[config.mk]
export PLATFORM = sky130hd
export DESIGN_NAME = i2c_slave_mailbox_fifo_bridge_unit
export DESIGN_NICKNAME = d
export VERILOG_FILES = /design/src/design/ismb_pkg.sv /design/src/design/i2c_slave_mailbox_fifo_bridge_unit.sv /design/src/design/ismb_ram.sv
export SDC_FILE = /design/constraint.sdc
export NUM_CORES = 2
export LEC_CHECK = 0
export BUFFER_PORTS_ARGS = -buffer_cell sky130_fd_sc_hd__buf_2
export CAP_MARGIN = 5
export CORE_ASPECT_RATIO = 0.6
export CORE_UTILIZATION = 50
export DETAILED_ROUTE_END_ITERATION = 7
export GPL_ROUTABILITY_DRIVEN = 0
export PLACE_DENSITY = 0.74
export SETUP_SLACK_MARGIN = 0.5
export SLEW_MARGIN = 20
export SYNTH_ARGS = -nofsm -noshare
export SYNTH_HDL_FRONTEND = slang
export SYNTH_MEMORY_MAX_BITS = 65536
export SYNTH_SLANG_ARGS = --single-unit
export TNS_END_PERCENT = 30
[constraint.sdc]
create_clock -name aclk -period 21.7 [get_ports aclk]
set_input_delay 1.085 -clock aclk [delete_from_list [all_inputs] [get_ports aclk]]
set_output_delay 1.085 -clock aclk [all_outputs]
set_load 0.05 [all_outputs]
[src/design/ismb_pkg.sv]
package ismb_pkg;

    typedef enum logic [2:0] {
        ACT_BUS_READ  = 3'd0,
        ACT_BUS_WRITE = 3'd1,
        ACT_I2C_SETOFF = 3'd2,
        ACT_I2C_WRITE = 3'd3,
        ACT_I2C_READ  = 3'd4
    } action_t;

    typedef enum logic [1:0] {
        ST_IDLE,
        ST_EXEC,
        ST_OUT
    } state_t;

    localparam logic [9:0] R_SADDR = 10'h00;
    localparam logic [9:0] R_EN_BIT = 10'h01;
    localparam logic [9:0] R_DEBOUNCE = 10'h02;
    localparam logic [9:0] R_CLKDLY = 10'h03;
    localparam logic [9:0] R_DATDLY = 10'h04;
    localparam logic [9:0] R_MB2BUS = 10'h10;
    localparam logic [9:0] R_MB2BUS_F = 10'h11;
    localparam logic [9:0] R_MB2I2C = 10'h12;
    localparam logic [9:0] R_MB2I2C_F = 10'h13;
    localparam logic [9:0] R_TB_PUSH = 10'h20;
    localparam logic [9:0] R_TB_POP = 10'h21;
    localparam logic [9:0] R_TB_FLUSH = 10'h22;
    localparam logic [9:0] R_TB_WLVL = 10'h23;
    localparam logic [9:0] R_TB_RLVL = 10'h24;
    localparam logic [9:0] R_TI_PUSH = 10'h30;
    localparam logic [9:0] R_TI_POP = 10'h31;
    localparam logic [9:0] R_TI_FLUSH = 10'h32;
    localparam logic [9:0] R_TI_WLVL = 10'h33;
    localparam logic [9:0] R_TI_RLVL = 10'h34;
    localparam logic [9:0] R_I2C_IRQ = 10'h40;
    localparam logic [9:0] R_I2C_EN = 10'h41;
    localparam logic [9:0] R_I2C_WSEL = 10'h42;
    localparam logic [9:0] R_I2C_RSEL = 10'h43;
    localparam logic [9:0] R_BUS_IRQ = 10'h50;
    localparam logic [9:0] R_BUS_EN = 10'h51;
    localparam logic [9:0] R_BUS_WSEL = 10'h52;
    localparam logic [9:0] R_BUS_RSEL = 10'h53;

endpackage

[src/design/i2c_slave_mailbox_fifo_bridge_unit.sv]
// Channel | Ports                                              | Direction
// access  | s_valid s_ready s_action s_reg_index s_write_data   | in
// result  | m_valid m_ready m_read_data m_i2c_side_irq          | out
//         | m_bus_side_irq m_slave_address m_bad_offset          |
// Each beat passes in order through the accept cycle, an execute cycle in
// which the captured access is decoded against the registered FIFO read data
// and the state and result register are updated, and an output state that
// holds the result until taken. The next beat is accepted in the cycle after the
// result is taken. Reset is synchronous, active low, and needs no clearing pass.
// A stalled result holds in the output register and keeps s_ready low.
module i2c_slave_mailbox_fifo_bridge_unit #(
    parameter int FIFO_DEPTH = 256,
    parameter int DEFAULT_SLAVE_ADDRESS = 90
) (
    input  logic       aclk,
    input  logic       aresetn,
    input  logic       s_valid,
    output logic       s_ready,
    input  logic [2:0] s_action,
    input  logic [9:0] s_reg_index,
    input  logic [7:0] s_write_data,
    output logic       m_valid,
    input  logic       m_ready,
    output logic [7:0] m_read_data,
    output logic       m_i2c_side_irq,
    output logic       m_bus_side_irq,
    output logic [6:0] m_slave_address,
    output logic       m_bad_offset
);
    import ismb_pkg::*;

    localparam int AW = $clog2(FIFO_DEPTH);
    localparam int CW = $clog2(FIFO_DEPTH + 1);

    state_t state_reg, state_next;

    // The captured access.
    logic [2:0] act_reg;
    logic [9:0] idx_reg;
    logic [7:0] wd_reg;

    // Control and configuration registers.
    logic [6:0] saddr_reg;
    logic       enable_reg;
    logic [7:0] debounce_reg, clkdly_reg, datdly_reg;
    logic [7:0] mb2bus_reg, mb2i2c_reg;
    logic       mb2bus_full_reg, mb2i2c_full_reg;
    logic [1:0] flush_reg;
    logic [7:0] i2c_off_reg;
    logic [2:0] i2c_en_reg, bus_en_reg;
    logic [7:0] i2c_wsel_reg, i2c_rsel_reg, bus_wsel_reg, bus_rsel_reg;

    // FIFO pointers; index 0 is the to-bus FIFO, index 1 the to-i2c FIFO.
    logic [AW-1:0] head_reg [2];
    logic [AW-1:0] tail_reg [2];
    logic [CW-1:0] cnt_reg [2];

    // Effective access, with the i2c offset standing in for the index.
    logic       is_bus, is_i2c_rd, is_i2c_wr, is_bus_rd, is_bus_wr;
    logic [9:0] eff_idx;

    always_comb begin
        is_bus_rd = (act_reg == ACT_BUS_READ);
        is_bus_wr = (act_reg == ACT_BUS_WRITE);
        is_i2c_wr = (act_reg == ACT_I2C_WRITE);
        is_i2c_rd = (act_reg == ACT_I2C_READ);
        is_bus = is_bus_rd || is_bus_wr;
        eff_idx = is_bus ? idx_reg : {2'b00, i2c_off_reg};
    end

    // Push and pop decode, valid during the execute cycle.
    logic push_tb, push_ti, pop_tb, pop_ti;
    always_comb begin
        push_tb = is_i2c_wr && (eff_idx == R_TB_PUSH) && (cnt_reg[0] != CW'(FIFO_DEPTH));
        push_ti = is_bus_wr && (eff_idx == R_TI_PUSH) && (cnt_reg[1] != CW'(FIFO_DEPTH));
        pop_tb = is_bus_rd && (eff_idx == R_TB_POP) && (cnt_reg[0] != '0);
        pop_ti = is_i2c_rd && (eff_idx == R_TI_POP) && (cnt_reg[1] != '0);
    end

    // Pointer increment with wrap at the depth.
    function automatic logic [AW-1:0] ptr_inc(input logic [AW-1:0] p);
        logic [AW-1:0] r;
        if (p == AW'(FIFO_DEPTH - 1)) r = '0;
        else r = p + AW'(1);
        return r;
    endfunction

    // The memories are read from the head at all times; the head is stable from
    // accept through execute, so the registered data is current when it is used.
    logic [7:0] tb_rdata, ti_rdata;

    ismb_ram #(.WIDTH(8), .DEPTH(FIFO_DEPTH)) u_tb_ram (
        .aclk  (aclk),
        .we    (state_reg == ST_EXEC && push_tb),
        .waddr (tail_reg[0]),
        .wdata (wd_reg),
        .raddr (head_reg[0]),
        .rdata (tb_rdata)
    );

    ismb_ram #(.WIDTH(8), .DEPTH(FIFO_DEPTH)) u_ti_ram (
        .aclk  (aclk),
        .we    (state_reg == ST_EXEC && push_ti),
        .waddr (tail_reg[1]),
        .wdata (wd_reg),
        .raddr (head_reg[1]),
        .rdata (ti_rdata)
    );

    // Level encoders for a count.
    function automatic logic [2:0] wr_level(input logic [CW-1:0] used);
        logic [CW:0] left;
        logic [2:0]  l;
        left = (CW+1)'(FIFO_DEPTH) - {1'b0, used};
        if (left >= 128) l = 3'd0;
        else if (left >= 64) l = 3'd1;
        else if (left >= 32) l = 3'd2;
        else if (left >= 8) l = 3'd3;
        else if (left >= 4) l = 3'd4;
        else if (left >= 2) l = 3'd5;
        else if (left >= 1) l = 3'd6;
        else l = 3'd7;
        return l;
    endfunction

    function automatic logic [2:0] rd_level(input logic [CW-1:0] used);
        logic [2:0] l;
        if (used >= 128) l = 3'd7;
        else if (used >= 64) l = 3'd6;
        else if (used >= 32) l = 3'd5;
        else if (used >= 8) l = 3'd4;
        else if (used >= 4) l = 3'd3;
        else if (used >= 2) l = 3'd2;
        else if (used >= 1) l = 3'd1;
        else l = 3'd0;
        return l;
    endfunction

    // Levels and interrupt words are derived from the stored state, so they
    // are current as soon as a beat has updated that state.
    logic [2:0] lvl_tb_w, lvl_tb_r, lvl_ti_w, lvl_ti_r;
    logic [2:0] i2c_word, bus_word;
    always_comb begin
        lvl_tb_w = wr_level(cnt_reg[0]);
        lvl_tb_r = rd_level(cnt_reg[0]);
        lvl_ti_w = wr_level(cnt_reg[1]);
        lvl_ti_r = rd_level(cnt_reg[1]);
        i2c_word = {i2c_en_reg[2] & i2c_wsel_reg[lvl_tb_w],
                    i2c_en_reg[1] & i2c_rsel_reg[lvl_tb_r],
                    i2c_en_reg[0] & mb2i2c_full_reg};
        bus_word = {bus_en_reg[2] & bus_wsel_reg[lvl_ti_w],
                    bus_en_reg[1] & bus_rsel_reg[lvl_ti_r],
                    bus_en_reg[0] & mb2bus_full_reg};
    end

    // Read data and bad offset for the access in execute.
    logic [7:0] rd_val;
    logic       common_hit, bad_val;
    always_comb begin
        common_hit = 1'b1;
        rd_val = '0;
        case (eff_idx)
            R_SADDR:    rd_val = {1'b0, saddr_reg};
            R_EN_BIT:   rd_val = {7'd0, enable_reg};
            R_DEBOUNCE: rd_val = debounce_reg;
            R_CLKDLY:   rd_val = clkdly_reg;
            R_DATDLY:   rd_val = datdly_reg;
            R_MB2BUS_F: rd_val = {7'd0, mb2bus_full_reg};
            R_MB2I2C_F: rd_val = {7'd0, mb2i2c_full_reg};
            R_TB_FLUSH: rd_val = {7'd0, flush_reg[0]};
            R_TB_WLVL:  rd_val = {5'd0, lvl_tb_w};
            R_TB_RLVL:  rd_val = {5'd0, lvl_tb_r};
            R_TI_FLUSH: rd_val = {7'd0, flush_reg[1]};
            R_TI_WLVL:  rd_val = {5'd0, lvl_ti_w};
            R_TI_RLVL:  rd_val = {5'd0, lvl_ti_r};
            R_I2C_IRQ:  rd_val = {5'd0, i2c_word};
            R_I2C_EN:   rd_val = {5'd0, i2c_en_reg};
            R_I2C_WSEL: rd_val = i2c_wsel_reg;
            R_I2C_RSEL: rd_val = i2c_rsel_reg;
            R_BUS_IRQ:  rd_val = {5'd0, bus_word};
            R_BUS_EN:   rd_val = {5'd0, bus_en_reg};
            R_BUS_WSEL: rd_val = bus_wsel_reg;
            R_BUS_RSEL: rd_val = bus_rsel_reg;
            default:    common_hit = 1'b0;
        endcase
        // Mailbox and pop ports override the common decode.
        if (eff_idx == R_MB2BUS || eff_idx == R_MB2I2C) begin
            rd_val = (eff_idx == R_MB2BUS) ? mb2bus_reg : mb2i2c_reg;
        end
        if (is_bus_rd && eff_idx == R_TB_POP) rd_val = pop_tb ? tb_rdata : 8'd0;
        if (is_i2c_rd && eff_idx == R_TI_POP) rd_val = pop_ti ? ti_rdata : 8'd0;
        if (!(is_bus_rd || is_i2c_rd)) rd_val = '0;
        if (is_i2c_rd && !(common_hit || eff_idx == R_MB2BUS || eff_idx == R_MB2I2C
                || eff_idx == R_TI_POP)) begin
            rd_val = '0;
        end
        if (is_bus_rd && !(common_hit || eff_idx == R_MB2BUS || eff_idx == R_MB2I2C
                || eff_idx == R_TB_POP)) begin
            rd_val = '0;
        end

        bad_val = 1'b0;
        if (is_bus_rd) begin
            bad_val = !(common_hit || eff_idx == R_MB2BUS || eff_idx == R_MB2I2C
                || eff_idx == R_TB_POP);
        end else if (is_bus_wr) begin
            bad_val = !(eff_idx == R_SADDR || eff_idx == R_EN_BIT
                || eff_idx == R_DEBOUNCE || eff_idx == R_CLKDLY || eff_idx == R_DATDLY
                || eff_idx == R_MB2I2C || eff_idx == R_TB_FLUSH || eff_idx == R_TI_PUSH
                || eff_idx == R_TI_FLUSH || eff_idx == R_BUS_EN || eff_idx == R_BUS_WSEL
                || eff_idx == R_BUS_RSEL);
        end
    end

    // Sequencer.
    always_comb begin
        state_next = state_reg;
        case (state_reg)
            ST_IDLE: if (s_valid) state_next = ST_EXEC;
            ST_EXEC: state_next = ST_OUT;
            ST_OUT:  if (m_ready) state_next = ST_IDLE;
            default: state_next = ST_IDLE;
        endcase
    end

    always_comb begin
        s_ready = (state_reg == ST_IDLE);
        m_valid = (state_reg == ST_OUT);
    end

    always_ff @(posedge aclk) begin
        if (!aresetn) begin
            state_reg <= ST_IDLE;
        end else begin
            state_reg <= state_next;
        end
    end

    always_ff @(posedge aclk) begin
        if (s_valid && s_ready) begin
            act_reg <= s_action;
            idx_reg <= s_reg_index;
            wd_reg <= s_write_data;
        end
        if (state_reg == ST_EXEC) begin
            m_read_data <= rd_val;
            m_bad_offset <= bad_val;
        end
    end

    // Interrupts and address are shown from state, so they follow the update.
    assign m_i2c_side_irq = |i2c_word;
    assign m_bus_side_irq = |bus_word;
    assign m_slave_address = saddr_reg;

    logic wr_any, flush_tb_wr, flush_ti_wr;
    always_comb begin
        wr_any = is_bus_wr || is_i2c_wr;
        flush_tb_wr = wr_any && eff_idx == R_TB_FLUSH;
        flush_ti_wr = wr_any && eff_idx == R_TI_FLUSH;
    end

    always_ff @(posedge aclk) begin
        if (!aresetn) begin
            saddr_reg <= 7'(DEFAULT_SLAVE_ADDRESS);
            enable_reg <= 1'b0;
            debounce_reg <= 8'd20;
            clkdly_reg <= 8'd20;
            datdly_reg <= 8'd8;
            mb2bus_reg <= '0;
            mb2i2c_reg <= '0;
            mb2bus_full_reg <= 1'b0;
            mb2i2c_full_reg <= 1'b0;
            flush_reg <= '0;
            i2c_off_reg <= '0;
            i2c_en_reg <= '0;
            bus_en_reg <= '0;
            i2c_wsel_reg <= '0;
            i2c_rsel_reg <= '0;
            bus_wsel_reg <= '0;
            bus_rsel_reg <= '0;
            for (int f = 0; f < 2; f++) begin
                head_reg[f] <= '0;
                tail_reg[f] <= '0;
                cnt_reg[f] <= '0;
            end
        end else if (state_reg == ST_EXEC) begin
            if (act_reg == ACT_I2C_SETOFF) i2c_off_reg <= idx_reg[7:0];
            if (is_bus_wr) begin
                case (eff_idx)
                    R_SADDR:    saddr_reg <= wd_reg[6:0];
                    R_EN_BIT:   enable_reg <= wd_reg[0];
                    R_DEBOUNCE: debounce_reg <= wd_reg;
                    R_CLKDLY:   clkdly_reg <= wd_reg;
                    R_DATDLY:   datdly_reg <= wd_reg;
                    R_MB2I2C: begin
                        mb2i2c_reg <= wd_reg;
                        mb2i2c_full_reg <= 1'b1;
                    end
                    R_BUS_EN:   bus_en_reg <= wd_reg[2:0];
                    R_BUS_WSEL: bus_wsel_reg <= wd_reg;
                    R_BUS_RSEL: bus_rsel_reg <= wd_reg;
                    default: ;
                endcase
            end
            if (is_i2c_wr) begin
                case (eff_idx)
                    R_MB2BUS: begin
                        mb2bus_reg <= wd_reg;
                        mb2bus_full_reg <= 1'b1;
                    end
                    R_I2C_EN:   i2c_en_reg <= wd_reg[2:0];
                    R_I2C_WSEL: i2c_wsel_reg <= wd_reg;
                    R_I2C_RSEL: i2c_rsel_reg <= wd_reg;
                    default: ;
                endcase
            end
            if (is_bus_rd && eff_idx == R_MB2BUS) mb2bus_full_reg <= 1'b0;
            if (is_i2c_rd && eff_idx == R_MB2I2C) mb2i2c_full_reg <= 1'b0;

            if (flush_tb_wr) flush_reg[0] <= wd_reg[0];
            if (flush_ti_wr) flush_reg[1] <= wd_reg[0];

            if (flush_tb_wr && wd_reg[0]) begin
                head_reg[0] <= '0;
                tail_reg[0] <= '0;
                cnt_reg[0] <= '0;
            end else if (push_tb) begin
                tail_reg[0] <= ptr_inc(tail_reg[0]);
                cnt_reg[0] <= cnt_reg[0] + CW'(1);
            end else if (pop_tb) begin
                head_reg[0] <= ptr_inc(head_reg[0]);
                cnt_reg[0] <= cnt_reg[0] - CW'(1);
            end

            if (flush_ti_wr && wd_reg[0]) begin
                head_reg[1] <= '0;
                tail_reg[1] <= '0;
                cnt_reg[1] <= '0;
            end else if (push_ti) begin
                tail_reg[1] <= ptr_inc(tail_reg[1]);
                cnt_reg[1] <= cnt_reg[1] + CW'(1);
            end else if (pop_ti) begin
                head_reg[1] <= ptr_inc(head_reg[1]);
                cnt_reg[1] <= cnt_reg[1] - CW'(1);
            end
        end
    end
endmodule

[src/design/ismb_ram.sv]
module ismb_ram #(
    parameter int WIDTH = 8,
    parameter int DEPTH = 256
) (
    input  logic                     aclk,
    input  logic                     we,
    input  logic [$clog2(DEPTH)-1:0] waddr,
    input  logic [WIDTH-1:0]         wdata,
    input  logic [$clog2(DEPTH)-1:0] raddr,
    output logic [WIDTH-1:0]         rdata
);
    logic [WIDTH-1:0] mem [DEPTH];

    always_ff @(posedge aclk) begin
        if (we) begin
            mem[waddr] <= wdata;
        end
        rdata <= mem[raddr];
    end
endmodule

[Yosys cells after proc, flatten, opt, wreduce, memory -nomap -nowiden]
Memory sizes are Yosys's and may differ from the RTL's. A register that Yosys moved wholly into a read port is not among the register bits.
Index checks and enable logic that the tools add are counted.
Operators by class
  $add $sub $neg: 10
  $mul: 0
  div/mod/pow operators: 0
  order comparisons: 32
  equal/unequal tests: 40
  shift-type cells: 0
  multiplexer cells: 127
  bitwise gates (word level): 21
  reductions and logical operators: 73
Operators by type and width (count)
  two-way mux 8 bit: 36
  case mux 8 bit (21 select lines): 1
  equality test 10 x 6 -> 1 bit, second input constant: 10
  equality test 10 x 7 -> 1 bit, second input constant: 8
  two-way mux 9 bit: 6
  two-way mux 1 bit: 52
  two-way mux 3 bit: 16
  AND reduction 3 bit: 15
  equality test 10 x 5 -> 1 bit, second input constant: 4
  adder 8 x 1 -> 8 bit, second input constant: 4
  equality test 8 bit, second input constant: 4
  OR reduction 21 bit: 1
  equality test 10 x 2 -> 1 bit, second input constant: 2
  greater-or-equal comparator 10 x 1 -> 1 bit, second input constant: 2
  greater-or-equal comparator 10 x 2 -> 1 bit, second input constant: 2
  greater-or-equal comparator 10 x 3 -> 1 bit, second input constant: 2
  greater-or-equal comparator 10 x 4 -> 1 bit, second input constant: 2
  greater-or-equal comparator 10 x 6 -> 1 bit, second input constant: 2
  greater-or-equal comparator 10 x 7 -> 1 bit, second input constant: 2
  greater-or-equal comparator 10 x 8 -> 1 bit, second input constant: 2
  two-way mux 2 bit: 10
  subtractor 9 x 9 -> 10 bit, first input constant: 2
  logical AND 1 bit: 19
  logical OR 1 bit: 19
  other kinds (34): 80
Word-level totals
  register bits: 130
  latch bits: 0
  bits in writable memories: 4146
  bits in read-only memories: 0
  output and inout bits: 20
  logic and storage cells: 332
  memories kept: 5
Memories
  u_tb_ram.mem: depth 256, width 8, rd ports 1, clocked after Yosys merged registers in 1, write ports 1, RTL line ismb_ram.sv:12  | logic [WIDTH-1:0] mem [DEPTH];
  u_ti_ram.mem: depth 256, width 8, rd ports 1, clocked after Yosys merged registers in 1, write ports 1, RTL line ismb_ram.sv:12
  cnt_reg: depth 2, width 9, rd ports 2, clocked after Yosys merged registers in 0, write ports 2, RTL line i2c_slave_mailbox_fifo_bridge_unit.sv:56  | logic [CW-1:0] cnt_reg [2];
  head_reg: depth 2, width 8, rd ports 2, clocked after Yosys merged registers in 0, write ports 2, RTL line i2c_slave_mailbox_fifo_bridge_unit.sv:54  | logic [AW-1:0] head_reg [2];
  tail_reg: depth 2, width 8, rd ports 2, clocked after Yosys merged registers in 0, write ports 2, RTL line i2c_slave_mailbox_fifo_bridge_unit.sv:55  | logic [AW-1:0] tail_reg [2];

[Depth between registers and ports, before layout]
  depth after elaboration: 18
  gate-level depth with buffers: 16
  gate-level depth less buffers: 12

[Cells and area by module]
From an unflattened synthesis, not the netlist that was laid out.
Second synthesis, totals
  cell total of the unflattened synthesis: 8577
  area total of the unflattened synthesis: 169164.7 µm²
By module, submodules not included
  ismb_ram: instances 2, cells each 3733, area each 79556.3 µm², seq. area each 61659.1 µm²
  i2c_slave_mailbox_fifo_bridge_unit: instances 1, cells each 1111, area each 10052.1 µm², seq. area each 4404.2 µm²

[Worst setup path before layout]
No wires, ideal clock.
  path kind: reg2reg
  start: register wd_reg[0]
  end: memory cnt_reg[1][0] in the netlist's numbering (enable)
  data arrival time: 7.878 ns
  setup slack: 13.482 ns
  cell stages (with the launch flop): 6
  path buffers: 1
  cell sequence: edfxtp_1 and2_1 a31o_2 nand2b_1 clkbuf_1 nand3_1
RTL lines
  from (decl): RTL line i2c_slave_mailbox_fifo_bridge_unit.sv:40  | logic [7:0] wd_reg;
  from (signal assigned): RTL line i2c_slave_mailbox_fifo_bridge_unit.sv:243  | wd_reg <= s_write_data;
  to (decl): RTL line i2c_slave_mailbox_fifo_bridge_unit.sv:56

==> results.md <==
* Area contributors post-synth: edfxtp_1 75%, mux4_2 17%, dfxtp_1 1.4%, nor2_1 1.4%, clkbuf_1 0.66%
* Max Fclk at between 100 and 150 MHz
* Failing checks: DRC
* Overflow after GRT at 0
* CP most frequent cell: buf_4
* Leakage Power at roughly 0.055 uW
* CP Buf/Inv Count at 5
* Fin util at a little under three fifths
* Post-CTS setup buffers at 0
* Synthesized cell area at 167,800 um2
* Total Neg Setup Slack at 0 ns
* Initial antenna violation count at 19
* Clock buffer depth at 4
* Post-synth top area share at 74.73%
* P_sw at 3440 uW
* Worst-path cell chain: buf_4 -> buf_4 -> buf_4 -> buf_4 -> buf_12 -> mux4_2 -> mux4_2 -> a22oi_1 -> nand2_1 -> a22oi_1 -> o221ai_1
* Filler cell count at roughly 24,000
* Crit start category: flip-flop
* Slowest-stage cell, CP: a22oi_1
* Sequential Power Share at between 50% and 60%
* RSZ-0062 raised after global routing: false
* Clock power frac at around 40%
* Final period utilization at 35.29%
* # H-tree levels at 5
* TritonCTS Buffers at 372
* CP peak stage delay at approximately 0.85 ns
* Fin. Hold Viols at 0
* Slew Limit Fails at 0
* Worst Path Required at around 22 ns
* Wire length per cell at around 33 um
* Root buf cell: clkbuf_16
* Switching power share of the total at approximately a fifth
* Synth area leader: edfxtp_1
* Reg clk slew, reported paths at 0.07 ns
* Avg Inst Size Synth at between 20 and 25 um2
* GRT Total Usage at around 24%
* Yosys warns at 0
* Row count at 164
* R2R setup slack at approximately 14 ns
* Ports at 45
* Area growth syn-to-layout at 10.12%
* Vias in the first global route at ~80,000
* VDD IR-drop max at 0.07487 mV
* Post-synth top flop: edfxtp_1
* Pin count of the biggest net entering global routing at ~210
* Max Cap Viol at 0
* HP Class: primary input to flip-flop
* Final ANT Viol Nets at 0
* #FFs+latches synth at roughly 4,300
* Synthesized net count at 7,760
* DR pass1 iterations at 8
* Arrival @ worst endpoint at 8.42 ns
* Routed via count at 83,690
* Hpwl dp at approximately 250,000 um
* Post-CTS sizing at 0
* Hold buffer count at CTS at 0
* Total length of routed wires at 413,000 um
* P_int at about 13,000 uW
* Slew margin rel. at about a fifth
* DRC Markers at 11
* Pwr/cell area at slightly below 90 nW/um2
* Critical path's top delay family: buffers and inverters
* Crit path kind: flip-flop to flip-flop
* Final setup violation count at 0
* Mapped Cells at slightly below 8,000
* Starting density of the core at between 50% and 60%
* Status: finished with violations
* Die H at ~450 um
* Sequential-to-total area share from yosys stat at approximately three quarters
* Clk sinks at 4,292
* Core area at roughly 330,000 um2
* Logic pwr share at between 3 and 4%
* Synth async-reset ratio at 0%
* Detail-routed via count per cell at roughly 6.7
* Clk_lat worst skew at about 0.96 ns
* Layout cells sized above 1 at between 20% and 30%
* Worst Path Max Fanout at 104
* First-pass GRT wire length at ~590,000 um
* # port buffers at 44
* Die ar. at around 340,000 um2
* Die width at between 700 and 800 um
* Slew @ Worst Pin at between 1 and 1.5 ns
* Final net count at 7,840
* Fin crit period at approximately 7.7 ns
* EDFF count, synth at 4,176
* Yosys cell types at 88
* Endpoint class of the critical path: flip-flop
* Clk_skew at ~0.075 ns
* TritonCTS clock tree: yes
* DR iter-0 viols at approximately 14,000
[cell usage in the layout (no fill, tap or decap), types with 18 or more instances in the layout]
cell and count:
nand3_1 71, a21oi_1 31, nor2_2 32, bufinv_16 29, nor2_1 574, edfxtp_1 4176
mux4_2 1280, nor3_1 18, buf_4 112, a221oi_1 32, a21boi_0 47, clkbuf_16 376
buf_2 43, inv_1 26, clkinv_1 91, a22oi_1 102, ha_1 22, clkinv_2 63
dfxtp_1 116, nor2b_1 63, a22o_1 33, nand2_1 212, clkbuf_1 70, o21ai_0 31
mux2i_1 66
[layer usage]
metal  global-route usage [%]  part of all wire [%]  vias to the layer above
met2                    31.87                    41                     6224
met1                    38.76                    41                    44300
li1                         -                     -                    32520
met4                    5.486                   2.4                        6
met5                        0                0.0099                        -
met3                    8.503                    16                      636
[cells in the mapped netlist (all sizes together) (22+ instances only)]
cell type  count
ha            22
edfxtp      4176
nor2b         66
a22o          33
nor3          24
a221oi        39
inv           26
mux2i         66
nand3         75
mux4        1280
clkbuf       294
nand2        219
nor2         608
o21ai         33
buf          176
dfxtp        116
a22oi        102
a21oi         31
a21boi        47
[area by class of cell]
cell class / instances / area (um2) / area share [%]
diodes: 6 / 15.01 / 0.008125
well taps: 4482 / 5608 / 3.035
inverters: 26 / 97.59 / 0.05281
flip-flops and latches: 4292 / 127700 / 69.11
clock inverters: 220 / 1902 / 1.029
multi-input cells: 2925 / 38350 / 20.75
repair buffers: 176 / 1433 / 0.7752
clock buffers: 446 / 9672 / 5.234
[power groups by stage]
stage	Clock [uW]	Combinational, uW	Sequential (uW)
after floorplan	0	312	9450
after global routing	6880	664	9140
after detailed placement	0	625	9330
after global placement	0	606	9330
after CTS	6560	627	9150
final	6520	637	9150
[kinds of logic after synthesis]
logic type	after synthesis	share of synthesized area [%]
DFF	4292	76.11
muxes	1351	17.61
and+or+nand+nor	1118	2.950
buffers and inverters	496	1.171
AOI/OAI and AO/OA	402	1.833
xor gates and xnor gates	32	0.1670
adders and majority gates	22	0.1640
[through the flow]
step	total power [uW]	setup slack (ns)	hold slack (ns)	cell area, um2	cells
2_1_floorplan	9761	13.48	0.4411	167800	7713
3_3_place_gp	9932	13.99	0.4523	173100	11900
3_5_place_dp	9954	14.06	0.4607	173100	11900
4_1_cts	16340	14.05	0.2475	184700	12570
5_1_grt	16680	13.48	0.2754	184800	12570
6_report	16300	14.04	0.3076	184800	12570
[worst paths after layout]
kind | start | to | cells after the start
min reg2reg | datdly_reg[1] | datdly_reg[1] | 2
max | head_reg[0][0] | u_tb_ram.rdata[4] | 11
max reg2reg | head_reg[0][0] | u_tb_ram.rdata[4] | 11
min | s_write_data[5] | wd_reg[5] | 1
(Power assumes the default switching activity.)
